--- config.mk ---
export PLATFORM = sky130hd
export DESIGN_NAME = tfr_scan
export DESIGN_NICKNAME = d
export VERILOG_FILES = /design/src/tfr_pkg.sv /design/src/tfr_scan.sv
export SDC_FILE = /design/constraint.sdc
export NUM_CORES = 1
export LEC_CHECK = 0
export ABC_AREA = 1
export CAP_MARGIN = 15
export CORE_MARGIN = 5
export CORE_UTILIZATION = 29
export DETAILED_ROUTE_END_ITERATION = 10
export DONT_BUFFER_PORTS = 1
export PLACE_DENSITY = 0.46
export SLEW_MARGIN = 20
export SYNTH_ARGS = -nofsm -noshare
export SYNTH_HDL_FRONTEND = slang
export SYNTH_SLANG_ARGS = --single-unit
--- constraint.sdc ---
create_clock -name clk_i -period 17.1 [get_ports clk_i]
set_clock_uncertainty 0.1 [all_clocks]
set_input_delay 3.42 -clock clk_i [delete_from_list [all_inputs] [get_ports clk_i]]
set_output_delay 3.42 -clock clk_i [all_outputs]
set_load 0.01 [all_outputs]
--- src/tfr_pkg.sv ---
`timescale 1ns / 1ps
// shared constants, field types and pipeline stage structs of the triangle fill rasterizer
// no dependencies
package tfr_pkg;

  localparam int COORD_W = 18;                    // vertex coordinate width
  localparam int FRAC_W  = 4;                     // fraction bits of a coordinate
  localparam int POS_W   = COORD_W - FRAC_W;      // integer scan position width
  localparam int EDGE_W  = COORD_W + 1;           // edge vector and offset width
  localparam int PROD_W  = 2 * EDGE_W;            // one cross product term
  localparam int CROSS_W = PROD_W + 3;            // room for d - s - t
  localparam int RGB_W   = 24;
  localparam int DIM_W   = 13;                    // screen size registers
  localparam int CFG_IDX_W = 1;

  localparam logic signed [POS_W-1:0] POS_MAX = {1'b0, {(POS_W-1){1'b1}}};
  localparam logic signed [EDGE_W-1:0] HALF_PIX =
    EDGE_W'((FRAC_W > 0) ? (1 << (FRAC_W - 1)) : 0);
  localparam logic [DIM_W-1:0] SCREEN_RESET = DIM_W'(300);

  typedef enum logic [CFG_IDX_W-1:0] {
    CFG_SCREEN_WIDTH  = 1'b0,
    CFG_SCREEN_HEIGHT = 1'b1
  } cfg_index_e;

  typedef enum logic {
    CMD_LOAD = 1'b0,
    CMD_TICK = 1'b1
  } command_e;

  // scan position plus everything the inside test needs
  typedef struct packed {
    logic signed [POS_W-1:0]  x;
    logic signed [POS_W-1:0]  y;
    logic [RGB_W-1:0]         rgb;
    logic                     on_screen;
    logic                     last;
    logic signed [EDGE_W-1:0] qx;
    logic signed [EDGE_W-1:0] qy;
    logic signed [EDGE_W-1:0] ea_x;
    logic signed [EDGE_W-1:0] ea_y;
    logic signed [EDGE_W-1:0] eb_x;
    logic signed [EDGE_W-1:0] eb_y;
  } setup_t;

  // registered cross product terms
  typedef struct packed {
    logic signed [POS_W-1:0]  x;
    logic signed [POS_W-1:0]  y;
    logic [RGB_W-1:0]         rgb;
    logic                     on_screen;
    logic                     last;
    logic signed [PROD_W-1:0] qx_eby;
    logic signed [PROD_W-1:0] qy_ebx;
    logic signed [PROD_W-1:0] eax_qy;
    logic signed [PROD_W-1:0] eay_qx;
    logic signed [PROD_W-1:0] eax_eby;
    logic signed [PROD_W-1:0] eay_ebx;
  } prod_t;

endpackage

--- src/tfr_scan.sv ---
`timescale 1ns / 1ps
// triangle setup, bounding box scan state and the first pipeline register
// depends on tfr_pkg
module tfr_scan (
  input  logic                                 clk_i,
  input  logic                                 rst_ni,
  input  logic                                 in_valid_i,
  output logic                                 in_ready_o,
  input  logic                                 command_i,
  input  logic signed [tfr_pkg::COORD_W-1:0]   v1_x_i,
  input  logic signed [tfr_pkg::COORD_W-1:0]   v1_y_i,
  input  logic signed [tfr_pkg::COORD_W-1:0]   v2_x_i,
  input  logic signed [tfr_pkg::COORD_W-1:0]   v2_y_i,
  input  logic signed [tfr_pkg::COORD_W-1:0]   v3_x_i,
  input  logic signed [tfr_pkg::COORD_W-1:0]   v3_y_i,
  input  logic [tfr_pkg::RGB_W-1:0]            fill_rgb_i,
  input  logic [tfr_pkg::DIM_W-1:0]            screen_width_i,
  input  logic [tfr_pkg::DIM_W-1:0]            screen_height_i,
  input  logic                                 down_free_i,
  output logic                                 stg_valid_o,
  output tfr_pkg::setup_t                      stg_o
);

  localparam int CW = tfr_pkg::COORD_W;
  localparam int EW = tfr_pkg::EDGE_W;
  localparam int PW = tfr_pkg::POS_W;
  localparam int FW = tfr_pkg::FRAC_W;

  // integer part rounded toward zero
  function automatic logic signed [PW-1:0] trunc_pos(input logic signed [CW-1:0] v);
    logic [EW-1:0] mag;
    logic [EW-1:0] sh;
    mag = v[CW-1] ? EW'(-$signed({v[CW-1], v})) : EW'($signed({v[CW-1], v}));
    sh  = mag >> FW;
    trunc_pos = v[CW-1] ? PW'(-$signed(sh)) : PW'(sh);
  endfunction

  // floor(v + 0.5), saturated to the top position
  function automatic logic signed [PW-1:0] upper_pos(input logic signed [CW-1:0] v);
    logic signed [EW-1:0] s;
    logic signed [EW-1:0] f;
    s = $signed({v[CW-1], v}) + tfr_pkg::HALF_PIX;
    f = s >>> FW;
    upper_pos = (f > EW'(tfr_pkg::POS_MAX)) ? tfr_pkg::POS_MAX : PW'(f);
  endfunction

  logic signed [CW-1:0] anchor_x_q, anchor_y_q;
  logic signed [EW-1:0] ea_x_q, ea_y_q, eb_x_q, eb_y_q;
  logic signed [PW-1:0] x_lo_q, x_hi_q, y_lo_q, y_hi_q;
  logic signed [PW-1:0] scan_x_q, scan_y_q;
  logic [tfr_pkg::RGB_W-1:0] fill_q;
  logic active_q;
  logic stg_valid_q;
  tfr_pkg::setup_t stg_q, stg_d;

  logic free, accept, load, tick;
  logic signed [CW-1:0] mn_x, mx_x, mn_y, mx_y;
  logic signed [PW-1:0] x_lo_d, x_hi_d, y_lo_d, y_hi_d;
  logic fin;

  assign free       = !stg_valid_q || down_free_i;
  assign in_ready_o = free;
  assign accept     = in_valid_i && free;
  assign load       = accept && (command_i == tfr_pkg::CMD_LOAD);
  assign tick       = accept && (command_i == tfr_pkg::CMD_TICK) && active_q;

  always_comb begin
    mn_x = v1_x_i;
    mx_x = v1_x_i;
    mn_y = v1_y_i;
    mx_y = v1_y_i;
    if (v2_x_i < mn_x) mn_x = v2_x_i;
    if (v3_x_i < mn_x) mn_x = v3_x_i;
    if (v2_x_i > mx_x) mx_x = v2_x_i;
    if (v3_x_i > mx_x) mx_x = v3_x_i;
    if (v2_y_i < mn_y) mn_y = v2_y_i;
    if (v3_y_i < mn_y) mn_y = v3_y_i;
    if (v2_y_i > mx_y) mx_y = v2_y_i;
    if (v3_y_i > mx_y) mx_y = v3_y_i;
  end

  assign x_lo_d = trunc_pos(mn_x);
  assign x_hi_d = upper_pos(mx_x);
  assign y_lo_d = trunc_pos(mn_y);
  assign y_hi_d = upper_pos(mx_y);

  assign fin = (scan_x_q == x_hi_q) && (scan_y_q == y_hi_q);

  always_comb begin
    stg_d.x    = scan_x_q;
    stg_d.y    = scan_y_q;
    stg_d.rgb  = fill_q;
    stg_d.last = fin;
    stg_d.on_screen = !scan_x_q[PW-1] && !scan_y_q[PW-1] &&
                      (scan_x_q[PW-2:0] < screen_width_i) &&
                      (scan_y_q[PW-2:0] < screen_height_i);
    // position in fixed point minus the anchor
    stg_d.qx   = $signed({scan_x_q[PW-1], scan_x_q, {FW{1'b0}}})
               - $signed({anchor_x_q[CW-1], anchor_x_q});
    stg_d.qy   = $signed({scan_y_q[PW-1], scan_y_q, {FW{1'b0}}})
               - $signed({anchor_y_q[CW-1], anchor_y_q});
    stg_d.ea_x = ea_x_q;
    stg_d.ea_y = ea_y_q;
    stg_d.eb_x = eb_x_q;
    stg_d.eb_y = eb_y_q;
  end

  always_ff @(posedge clk_i or negedge rst_ni) begin
    if (!rst_ni) begin
      anchor_x_q <= '0;
      anchor_y_q <= '0;
      ea_x_q     <= '0;
      ea_y_q     <= '0;
      eb_x_q     <= '0;
      eb_y_q     <= '0;
      x_lo_q     <= '0;
      x_hi_q     <= '0;
      y_lo_q     <= '0;
      y_hi_q     <= '0;
      scan_x_q   <= '0;
      scan_y_q   <= '0;
      fill_q     <= '0;
      active_q   <= 1'b0;
    end else if (load) begin
      anchor_x_q <= v1_x_i;
      anchor_y_q <= v1_y_i;
      ea_x_q     <= $signed({v2_x_i[CW-1], v2_x_i}) - $signed({v1_x_i[CW-1], v1_x_i});
      ea_y_q     <= $signed({v2_y_i[CW-1], v2_y_i}) - $signed({v1_y_i[CW-1], v1_y_i});
      eb_x_q     <= $signed({v3_x_i[CW-1], v3_x_i}) - $signed({v1_x_i[CW-1], v1_x_i});
      eb_y_q     <= $signed({v3_y_i[CW-1], v3_y_i}) - $signed({v1_y_i[CW-1], v1_y_i});
      x_lo_q     <= x_lo_d;
      x_hi_q     <= x_hi_d;
      y_lo_q     <= y_lo_d;
      y_hi_q     <= y_hi_d;
      scan_x_q   <= x_lo_d;
      scan_y_q   <= y_lo_d;
      fill_q     <= fill_rgb_i;
      active_q   <= (x_lo_d <= x_hi_d) && (y_lo_d <= y_hi_d);
    end else if (tick) begin
      if (fin) begin
        active_q <= 1'b0;
      end else if (scan_y_q >= y_hi_q) begin
        scan_y_q <= y_lo_q;
        scan_x_q <= scan_x_q + PW'(1);
      end else begin
        scan_y_q <= scan_y_q + PW'(1);
      end
    end
  end

  always_ff @(posedge clk_i or negedge rst_ni) begin
    if (!rst_ni) begin
      stg_valid_q <= 1'b0;
    end else if (free) begin
      stg_valid_q <= tick;
    end
  end

  always_ff @(posedge clk_i) begin
    if (tick) begin
      stg_q <= stg_d;
    end
  end

  assign stg_valid_o = stg_valid_q;
  assign stg_o       = stg_q;

endmodule

==> results of run 1 <==
stage by stage:
step	setup slack, ns	cell area [um^2]	hold slack, ns	utilization [%]	power [W]
global route	5.06	28200	0.349	32.4	0.00440
CTS	6.12	28100	0.345	32.3	0.00410
finish	6.04	28200	0.344	32.4	0.00402
global placement	5.56	26600	0.327	30.6	0.00307
floorplan	5.03	25500	0.325	-	0.00261
detailed placement	5.45	26600	0.331	30.6	0.00308
where the power goes:
group          switching (W)  total, W  internal (W)
logic                0.00108   0.00169      0.000604
clock network       0.000420  0.000979      0.000559
registers           0.000181   0.00136       0.00118
total                0.00168   0.00402       0.00234
registers in the layout, summed over array words and instances, names as in the netlist, 18 cells and up:
signal	flops
eb_x_q	19
eb_y_q	19
ea_y_q	19
anchor_x_q	18
stg_o	168
ea_x_q	19
fill_q	24
anchor_y_q	18
cells in the final DEF (no fill, tap or decap), types with 21 or more instances in the layout:
| cell type | synthesis | layout |
|---|---|---|
| nand2_2 | 31 | 31 |
| o21ai_0 | 239 | 239 |
| nand3_1 | 129 | 129 |
| nor2_1 | 143 | 142 |
| nor4_1 | 21 | 21 |
| nand2_1 | 829 | 829 |
| clkbuf_16 | 0 | 48 |
| a21oi_1 | 150 | 150 |
| dfrtp_1 | 208 | 208 |
| ha_1 | 244 | 244 |
| inv_2 | 23 | 23 |
| nand4_1 | 27 | 27 |
| xor2_1 | 102 | 102 |
| xnor2_1 | 42 | 42 |
| o21ai_1 | 62 | 62 |
| edfxtp_1 | 168 | 168 |
| inv_1 | 404 | 403 |
area by class of cell:
cell class	count	share of cell area (%)
Antenna cell	9	0.0800
Timing Repair Buffer	10	0.311
Inverter	429	5.73
Multi-Input combinational cell	2239	47.0
Clock inverter	29	0.795
Clock buffer	59	4.52
Tap cell	1155	5.13
Sequential cell	376	36.4
logic make-up after synthesis:
| kind of cell | after synthesis | synth area share [%] |
|---|---|---|
| adder cells (fa/ha/maj) | 248 | 12.3 |
| AND/OR/NAND/NOR | 1268 | 21.7 |
| XOR/XNOR | 145 | 5.01 |
| flip-flops | 376 | 40.2 |
| buffers and inverters | 504 | 7.88 |
| AO/OA/AOI/OAI | 578 | 12.9 |
per-layer routing:
metal	routed length (um)	GRT usage [%]
met2	41700	30.9
met1	36400	21.5
met4	2250	5.17
met5	13	0
met3	4860	4.49
final timing paths:
kind	from	to	slack, ns	depth (start not counted)
min in group asynchronous	rst_ni	anchor_x_q[16]$_DFFE_PN0P_	2.40	0
max	v1_y_i[6]	active_q$_DFFE_PN0P_	6.04	47
min reg2reg	eb_x_q[4]$_DFFE_PN0P_	stg_o[23]$_DFFE_PP_	0.34	0
max reg2reg	scan_y_q[10]$_DFFE_PN0P_	scan_y_q[12]$_DFFE_PN0P_	12.38	15
max in group asynchronous	rst_ni	anchor_x_q[5]$_DFFE_PN0P_	13.73	0
min	eb_x_q[4]$_DFFE_PN0P_	stg_o[23]$_DFFE_PP_	0.34	0
==> reports/results.tsv, run 1 <==
metric	value	unit
hold_viol	0	
clock_tree.buffer_depth	3	
synth_cell_types	70	
cts_tree	built	
insertion_delay	0.62	ns
crit_type	primary input to register	
regArea	0.0102	mm^2
required	17.54	ns
final_max_slew_viol_count	0	
gp_congestion	0.852	
viasPerCell	4.69	
grt_pass1_wl	127000	um
ys_seq_elements	376	
grt_max_degree	209	
area_delta_synth_final	10.5	%
grt_pass1_vias	20100	
ys_async_sr_fraction	55.3	%
crit_top_cell	nand2_1	
io_buffer_count	0	
yosysWarnings	0	
synth_enable_flop_cells	168	
post_cts.repair.setup_buffers	0	
peakVddDrop	0.0718	mV
p_per_area	143	mW/mm^2
syn_nets	3530	
synthTopCellsByArea	dfrtp_1 (20%), edfxtp_1 (20%), nand2_1 (12%), ha_1 (12%), inv_1 (5.9%)	
layout-drive-gt1-share	6.87	%
final.setup.tns	0	ns
wl_per_cell	19.8	um
synth_seq_area_share	40.2	%
max_freq	90.5	MHz
crit_slowest_cell	clkinv_1	
clk_pin_slew_worst_paths	0.06	ns
leakage	13.2	nW
start_util	29.3	%
dpl.hpwl	65700	um
syn_inst	3119	
max-cap-violations	0	
h-tree-depth	2	
io_pins	333	
core	0.0870	mm^2
critPathMaxFanout	36	
root_buffer	clkbuf_16	
multi_input_area	0.0133	mm^2
fin_crit_sh	64.7	%
die_y	306	um
placed_cells	4209	
avgSynthCellArea	8.17	um^2
min_period	11.06	ns
cts.sinks	376	
die_area	0.0939	mm^2
timing.slew.headroom	25.8	%
drt_iter0_drc	1317	
fillers	9346	
hold_class	register to register	
ys_top_cells_by_count	nand2_1 (829), inv_1 (404), ha_1 (244)	
yosysMostFrequentCell	nand2_1	
drc	0	
post_cts_resized	0	
synth_top_cell_by_area	dfrtp_1	
wl	85200	um
overflow	0	
grt_usage	17.7	%
cp_slowest_stage_delay	0.45	ns
crit_path_end_kind	register	
fin_nets	3514	
arrival	11.50	ns
setup_viol	0	
dieWidth	306	um
synthFlopType	dfrtp_1	
detail-route-antenna-nets	0	
rsz0062_at_grt	false	
tightest_slew	1.11	ns
status	completed	
critPathBufInv	7	
vias	20200	
fin_cells	4306	
synth_top_area_share	20.4	%
cts_made_buffers	47	
rows	108	
grt_antenna_before_repair	7	
holdBufCountCts	0	
syn_area	0.0255	mm^2
dr.pass1.iters	5	
start_kind	primary input	
path_delay_family	simple AND/OR/NAND/NOR gates	
(Power assumes the default switching activity.)
==> inputs of run 2 (changes only) <==
Settings changed: PLACE_DENSITY 0.46 to 0.47.
Clock period 17.1 ns to 9.4 ns, I/O delays scaled along.
==> run 2 against run 1 <==
Net effect: cell count increased by 1.8%; final area rose by 2.8%; combinational power up 92%; critical path type unchanged.
==> reports/results.tsv, run 2 (same netlist as run 1, synthesis figures left out) <==
metric	value	unit	change
post_cts.repair.setup_buffers	0		unchanged
overflow	0		unchanged
final.setup.tns	0	ns	unchanged
regArea	0.0102	mm^2	unchanged
viasPerCell	4.70		was 4.69
grt_antenna_before_repair	7		unchanged
io_pins	333		unchanged
detail-route-antenna-nets	0		unchanged
drc	0		unchanged
final_cell_mix	nand2_1 (829), inv_1 (403), ha_1 (244)		unchanged
clock_tree.buffer_depth	3		unchanged
seq_power_share	32.5	%	was 33.7%
max-cap-violations	0		unchanged
power_frac_comb	42.3	%	was 41.9%
p_per_area	264	mW/mm^2	was 143 mW/mm^2
arrival	9.02	ns	was 11.50 ns
crit_path_end_kind	register		unchanged
clk_pin_slew_worst_paths	0.06	ns	about the same
dpl.hpwl	65900	um	was 65700 um
insertion_delay	0.58	ns	was 0.62 ns
critPathMaxFanout	36		unchanged
wl	84500	um	was 85200 um
die_y	306	um	unchanged
layout_commonest_cell	nand2_1		unchanged
peakVddDrop	0.156	mV	was 0.0718 mV
hold_class	register to register		unchanged
drt_iter0_drc	1167		was 1317
holdBufCountCts	0		unchanged
layout-drive-gt1-share	9.45	%	was 6.87%
switchingPower	0.00310	W	was 0.00168 W
timing.slew.headroom	38.5	%	was 25.8%
area_delta_synth_final	13.6	%	was 10.5%
tightest_slew	0.923	ns	was 1.11 ns
core	0.0870	mm^2	unchanged
crit_slowest_cell	nor4_1		was clkinv_1
multi_input_area	0.0133	mm^2	unchanged
vias	20600		was 20200
intPower	0.00454	W	was 0.00234 W
hold_viol	0		unchanged
grt_pass1_vias	20700		was 20100
dr.pass1.iters	5		unchanged
grt_usage	17.6	%	was 17.7%
required	9.82	ns	was 17.54 ns
grt_max_degree	209		unchanged
p_clk_share	25.2	%	was 24.3%
cts.sinks	376		unchanged
min_period	8.60	ns	
die_area	0.0939	mm^2	unchanged
rows	108		unchanged
cts_tree	built		unchanged
crit_top_cell	nand2_1		unchanged
status	completed		unchanged
cts_made_buffers	48		was 47
leakage	13.7	nW	was 13.2 nW
post_cts_resized	0		unchanged
fillers	9323		was 9346
start_kind	primary input		unchanged
gp_congestion	0.885		was 0.852
max_freq	116	MHz	
start_util	29.3	%	unchanged
grt_pass1_wl	128000	um	was 127000 um
io_buffer_count	0		unchanged
crit_type	primary input to register		unchanged
largest_reg_flops	168		unchanged
power	0.00765	W	was 0.00402 W
wl_per_cell	19.3	um	was 19.8 um
h-tree-depth	2		unchanged
rsz0062_at_grt	false		unchanged
final_max_slew_viol_count	0		unchanged
setup_viol	0		unchanged
dieWidth	306	um	unchanged
switching_share	40.6	%	was 41.8%
fin_crit_sh	91.5	%	
root_buffer	clkbuf_16		unchanged
cp_slowest_stage_delay	0.54	ns	was 0.45 ns
fin_nets	3600		was 3514
run 2: cell count changes in the layout (fill, tap and decap cells not counted):
cell and delta:
buf_4 +85, bufinv_16 +4, clkbuf_1 -1, clkbuf_8 +5, clkinv_1 -3, clkinv_2 -10
clkinv_4 +2, clkinvlp_4 +2, diode_2 -7, inv_8 +1
run 2: through the flow:
stage / std cells / utilization, % / area, um^2 / setup WS [ns] / hold WS [ns]
after floorplan: 3119 / - / 25500 / 1.03 / 0.325
after global placement: 4294 / 31.4 / 27300 / 0.330 / 0.329
after CTS: 4382 / 33.3 / 29000 / 0.871 / 0.335
after detailed placement: 4294 / 31.4 / 27300 / 0.220 / 0.329
after global routing: 4384 / 33.3 / 29000 / 0.131 / 0.350
final: 4384 / 33.3 / 29000 / 0.801 / 0.337
run 2: per-layer routing:
layer | global-route usage (%) | up-vias | share of wire [%]
met2 | 31.1 | 419 | 49
met3 | 3.74 | 111 | 5.3
met5 | 0 | - | 0.032
met1 | 21.9 | 9565 | 43
li1 | - | 10500 | -
met4 | 4.26 | 4 | 2.5
run 2: path summary, 6_finish.rpt:
kind,from,end,slack (ns),cells past startpoint
max,v1_x_i[6],active_q$_DFFE_PN0P_,0.80,36
min,anchor_x_q[0]$_DFFE_PN0P_,stg_o[95]$_DFFE_PP_,0.34,0
max reg2reg,scan_y_q[10]$_DFFE_PN0P_,scan_x_q[5]$_DFFE_PN0P_,4.50,15
min reg2reg,anchor_x_q[0]$_DFFE_PN0P_,stg_o[95]$_DFFE_PP_,0.34,0
max in group asynchronous,rst_ni,eb_y_q[3]$_DFFE_PN0P_,7.84,0
min in group asynchronous,rst_ni,eb_x_q[14]$_DFFE_PN0P_,0.90,0
run 2: power groups by stage:
stage,Clock (W),Combinational [W],Sequential [W]
3_3_place_gp,0,0.00324,0.00252
2_1_floorplan,0,0.00238,0.00236
5_1_grt,0.00207,0.00374,0.00253
3_5_place_dp,0,0.00325,0.00253
4_1_cts,0.00200,0.00327,0.00250
6_report,0.00193,0.00324,0.00248
run 2: worst max-delay path: cells and delay by family:
family,cells,cell delay [ns]
simple gates,17,3.25
compound gates,10,1.96
fa+ha+maj,4,1.40
xor+xnor,2,0.31
buf+inv,3,0.22
run 2: final cells by class:
type	count	area share (%)
multi-input combinational	2239	45.8
timing repair buffer	95	2.51
clock buffer	63	4.62
clock inverter	25	1.13
inverter	429	5.58
sequential	376	35.4
tap	1155	4.99
antenna	2	0.0173
==> inputs of run 3 (changes only) <==
Settings changed: PLACE_DENSITY 0.47 to default, PLACE_DENSITY_LB_ADDON from default to 0.1.
==> run 3 against run 2 <==
Net effect: fmax down 0.84%; clock power decreased by 3%; wire length grew 5.7%; critical path type unchanged; worst setup slack worse by 0.073 ns; final area is 1.8% lower; utilization shrank 0.59 points.
==> reports/results.tsv, run 3 (same netlist as run 1, synthesis figures left out) <==
metric	value	unit	change
fin_cells	4321		was 4384
max-cap-violations	0		unchanged
power	0.00751	W	was 0.00765 W
rows	108		unchanged
hold_viol	0		unchanged
n_antenna_cell	0		was 2
drt_iter0_drc	1185		was 1167
start_util	29.3	%	unchanged
dr.pass1.iters	6		was 5
cts_tree	built		unchanged
layout_commonest_cell	nand2_1		unchanged
layout-drive-gt1-share	7.52	%	was 9.45%
p_per_area	264	mW/mm^2	about the same
overflow	0		unchanged
rsz0062_at_grt	false		unchanged
min_to	stg_o[129]$_DFFE_PP_		was stg_o[95]$_DFFE_PP_
grt_antenna_before_repair	5		was 7
r2r_cells	15		unchanged
leakage	13.4	nW	was 13.7 nW
cp_slowest_stage_delay	0.59	ns	was 0.54 ns
grt_pass1_vias	21100		was 20700
drc	0		unchanged
wl_per_cell	20.7	um	was 19.3 um
crit_slowest_cell	o21ai_0		was nor4_1
final_area	0.0284	mm^2	was 0.0290 mm^2
area_delta_synth_final	11.6	%	was 13.6%
die_area	0.0939	mm^2	unchanged
post_cts.repair.setup_buffers	0		unchanged
place_area	0.0268	mm^2	was 0.0273 mm^2
timing.rr.end	scan_x_q[5]$_DFFE_PN0P_		unchanged
setup_viol	0		unchanged
placed_cells	4230		was 4294
core	0.0870	mm^2	unchanged
cts.sinks	376		unchanged
cts_made_buffers	48		unchanged
dieWidth	306	um	unchanged
grt_pass1_wl	133000	um	was 128000 um
gp_congestion	0.916		was 0.885
min_path_cells	0		unchanged
max_freq	115	MHz	was 116 MHz
crit_top_cell	nand2_1		unchanged
wl	89300	um	was 84500 um
arrival	9.11	ns	was 9.02 ns
grt_max_degree	209		unchanged
crit_path_end_kind	register		unchanged
tightest_slew	0.955	ns	was 0.923 ns
r2r_slack	4.56	ns	was 4.50 ns
fin_nets	3537		was 3600
peakVddDrop	0.157	mV	was 0.156 mV
clk_pin_slew_worst_paths	0.06	ns	about the same
fin_crit_sh	92.3	%	was 91.5%
required	9.83	ns	was 9.82 ns
insertion_delay	0.61	ns	was 0.58 ns
min_period	8.67	ns	was 8.60 ns
die_y	306	um	unchanged
largest_reg_flops	168		unchanged
io_buffer_count	0		unchanged
detail-route-antenna-nets	0		unchanged
root_buffer	clkbuf_16		unchanged
critical_path.startpoint	v1_x_i[17]		was v1_x_i[6]
final.setup.tns	0	ns	unchanged
start_kind	primary input		unchanged
critPathBufInv	5		was 3
clock_tree.buffer_depth	3		unchanged
crit_type	primary input to register		unchanged
status	completed		unchanged
hold_class	register to register		unchanged
critPathMaxFanout	36		unchanged
viasPerCell	4.86		was 4.70
fillers	9214		was 9323
h-tree-depth	2		unchanged
io_pins	333		unchanged
grt_usage	18.4	%	was 17.6%
path_delay_family	simple AND/OR/NAND/NOR gates		unchanged
dpl.hpwl	70100	um	was 65900 um
min_from	fill_q[13]$_DFFE_PN0P_		was anchor_x_q[0]$_DFFE_PN0P_
rr_startpoint	scan_y_q[11]$_DFFE_PN0P_		was scan_y_q[10]$_DFFE_PN0P_
final_max_slew_viol_count	0		unchanged
timing.slew.headroom	36.3	%	was 38.5%
final_cell_mix	nand2_1 (829), inv_1 (403), ha_1 (244)		unchanged
vias	21000		was 20600
## run 3: per-stage QoR
stage | utilization (%) | hold slack, ns | worst slack, ns
after detailed placement | 30.8 | 0.330 | 0.0566
after CTS | 32.7 | 0.343 | 0.719
after floorplan | - | 0.325 | 1.03
after global placement | 30.8 | 0.332 | 0.152
final | 32.7 | 0.342 | 0.728
after global routing | 32.7 | 0.352 | 0.00847
## run 3: how the worst max path moves through the flow
stage | endpoint | slack (ns) | depth (start not counted)
2_1_floorplan | active_q$_DFFE_PN0P_ | 1.03 | 46
5_1_grt | active_q$_DFFE_PN0P_ | 0.008 | 45
6_report | active_q$_DFFE_PN0P_ | 0.73 | 40
4_1_cts | active_q$_DFFE_PN0P_ | 0.72 | 41
3_5_place_dp | active_q$_DFFE_PN0P_ | 0.06 | 41
3_3_place_gp | active_q$_DFFE_PN0P_ | 0.15 | 41
## run 3: area by class of cell
cell class / count / area, um^2 / share of cell area (%)
repair buffers: 31 / 245 / 0.862
multi-input cells: 2240 / 13300 / 46.7
clock inverters: 18 / 230 / 0.810
well taps: 1155 / 1450 / 5.08
inverters: 429 / 1620 / 5.68
clock buffers: 72 / 1380 / 4.86
flip-flops and latches: 376 / 10200 / 36.0
## run 3: per-layer routing
layer / wire, um / GRT usage (%) / share of wire [%]
met1: 36400 / 21.9 / 41
met2: 44100 / 32.9 / 49
met3: 6430 / 5.29 / 7.2
met4: 2300 / 4.60 / 2.6
met5: 13 / 0 / 0.015
## run 3: report_power, final
part	total, W	switching [W]	internal [W]
Clock	0.00187	0.000758	0.00111
Sequential	0.00249	0.000346	0.00214
Combinational	0.00316	0.00203	0.00112
## run 3: what timing repair did
item | 4_1_cts | 5_1_grt
gates resized for setup | 0 | 3
hold buffers | 0 | 0
setup endpoints to repair | 0 | 1
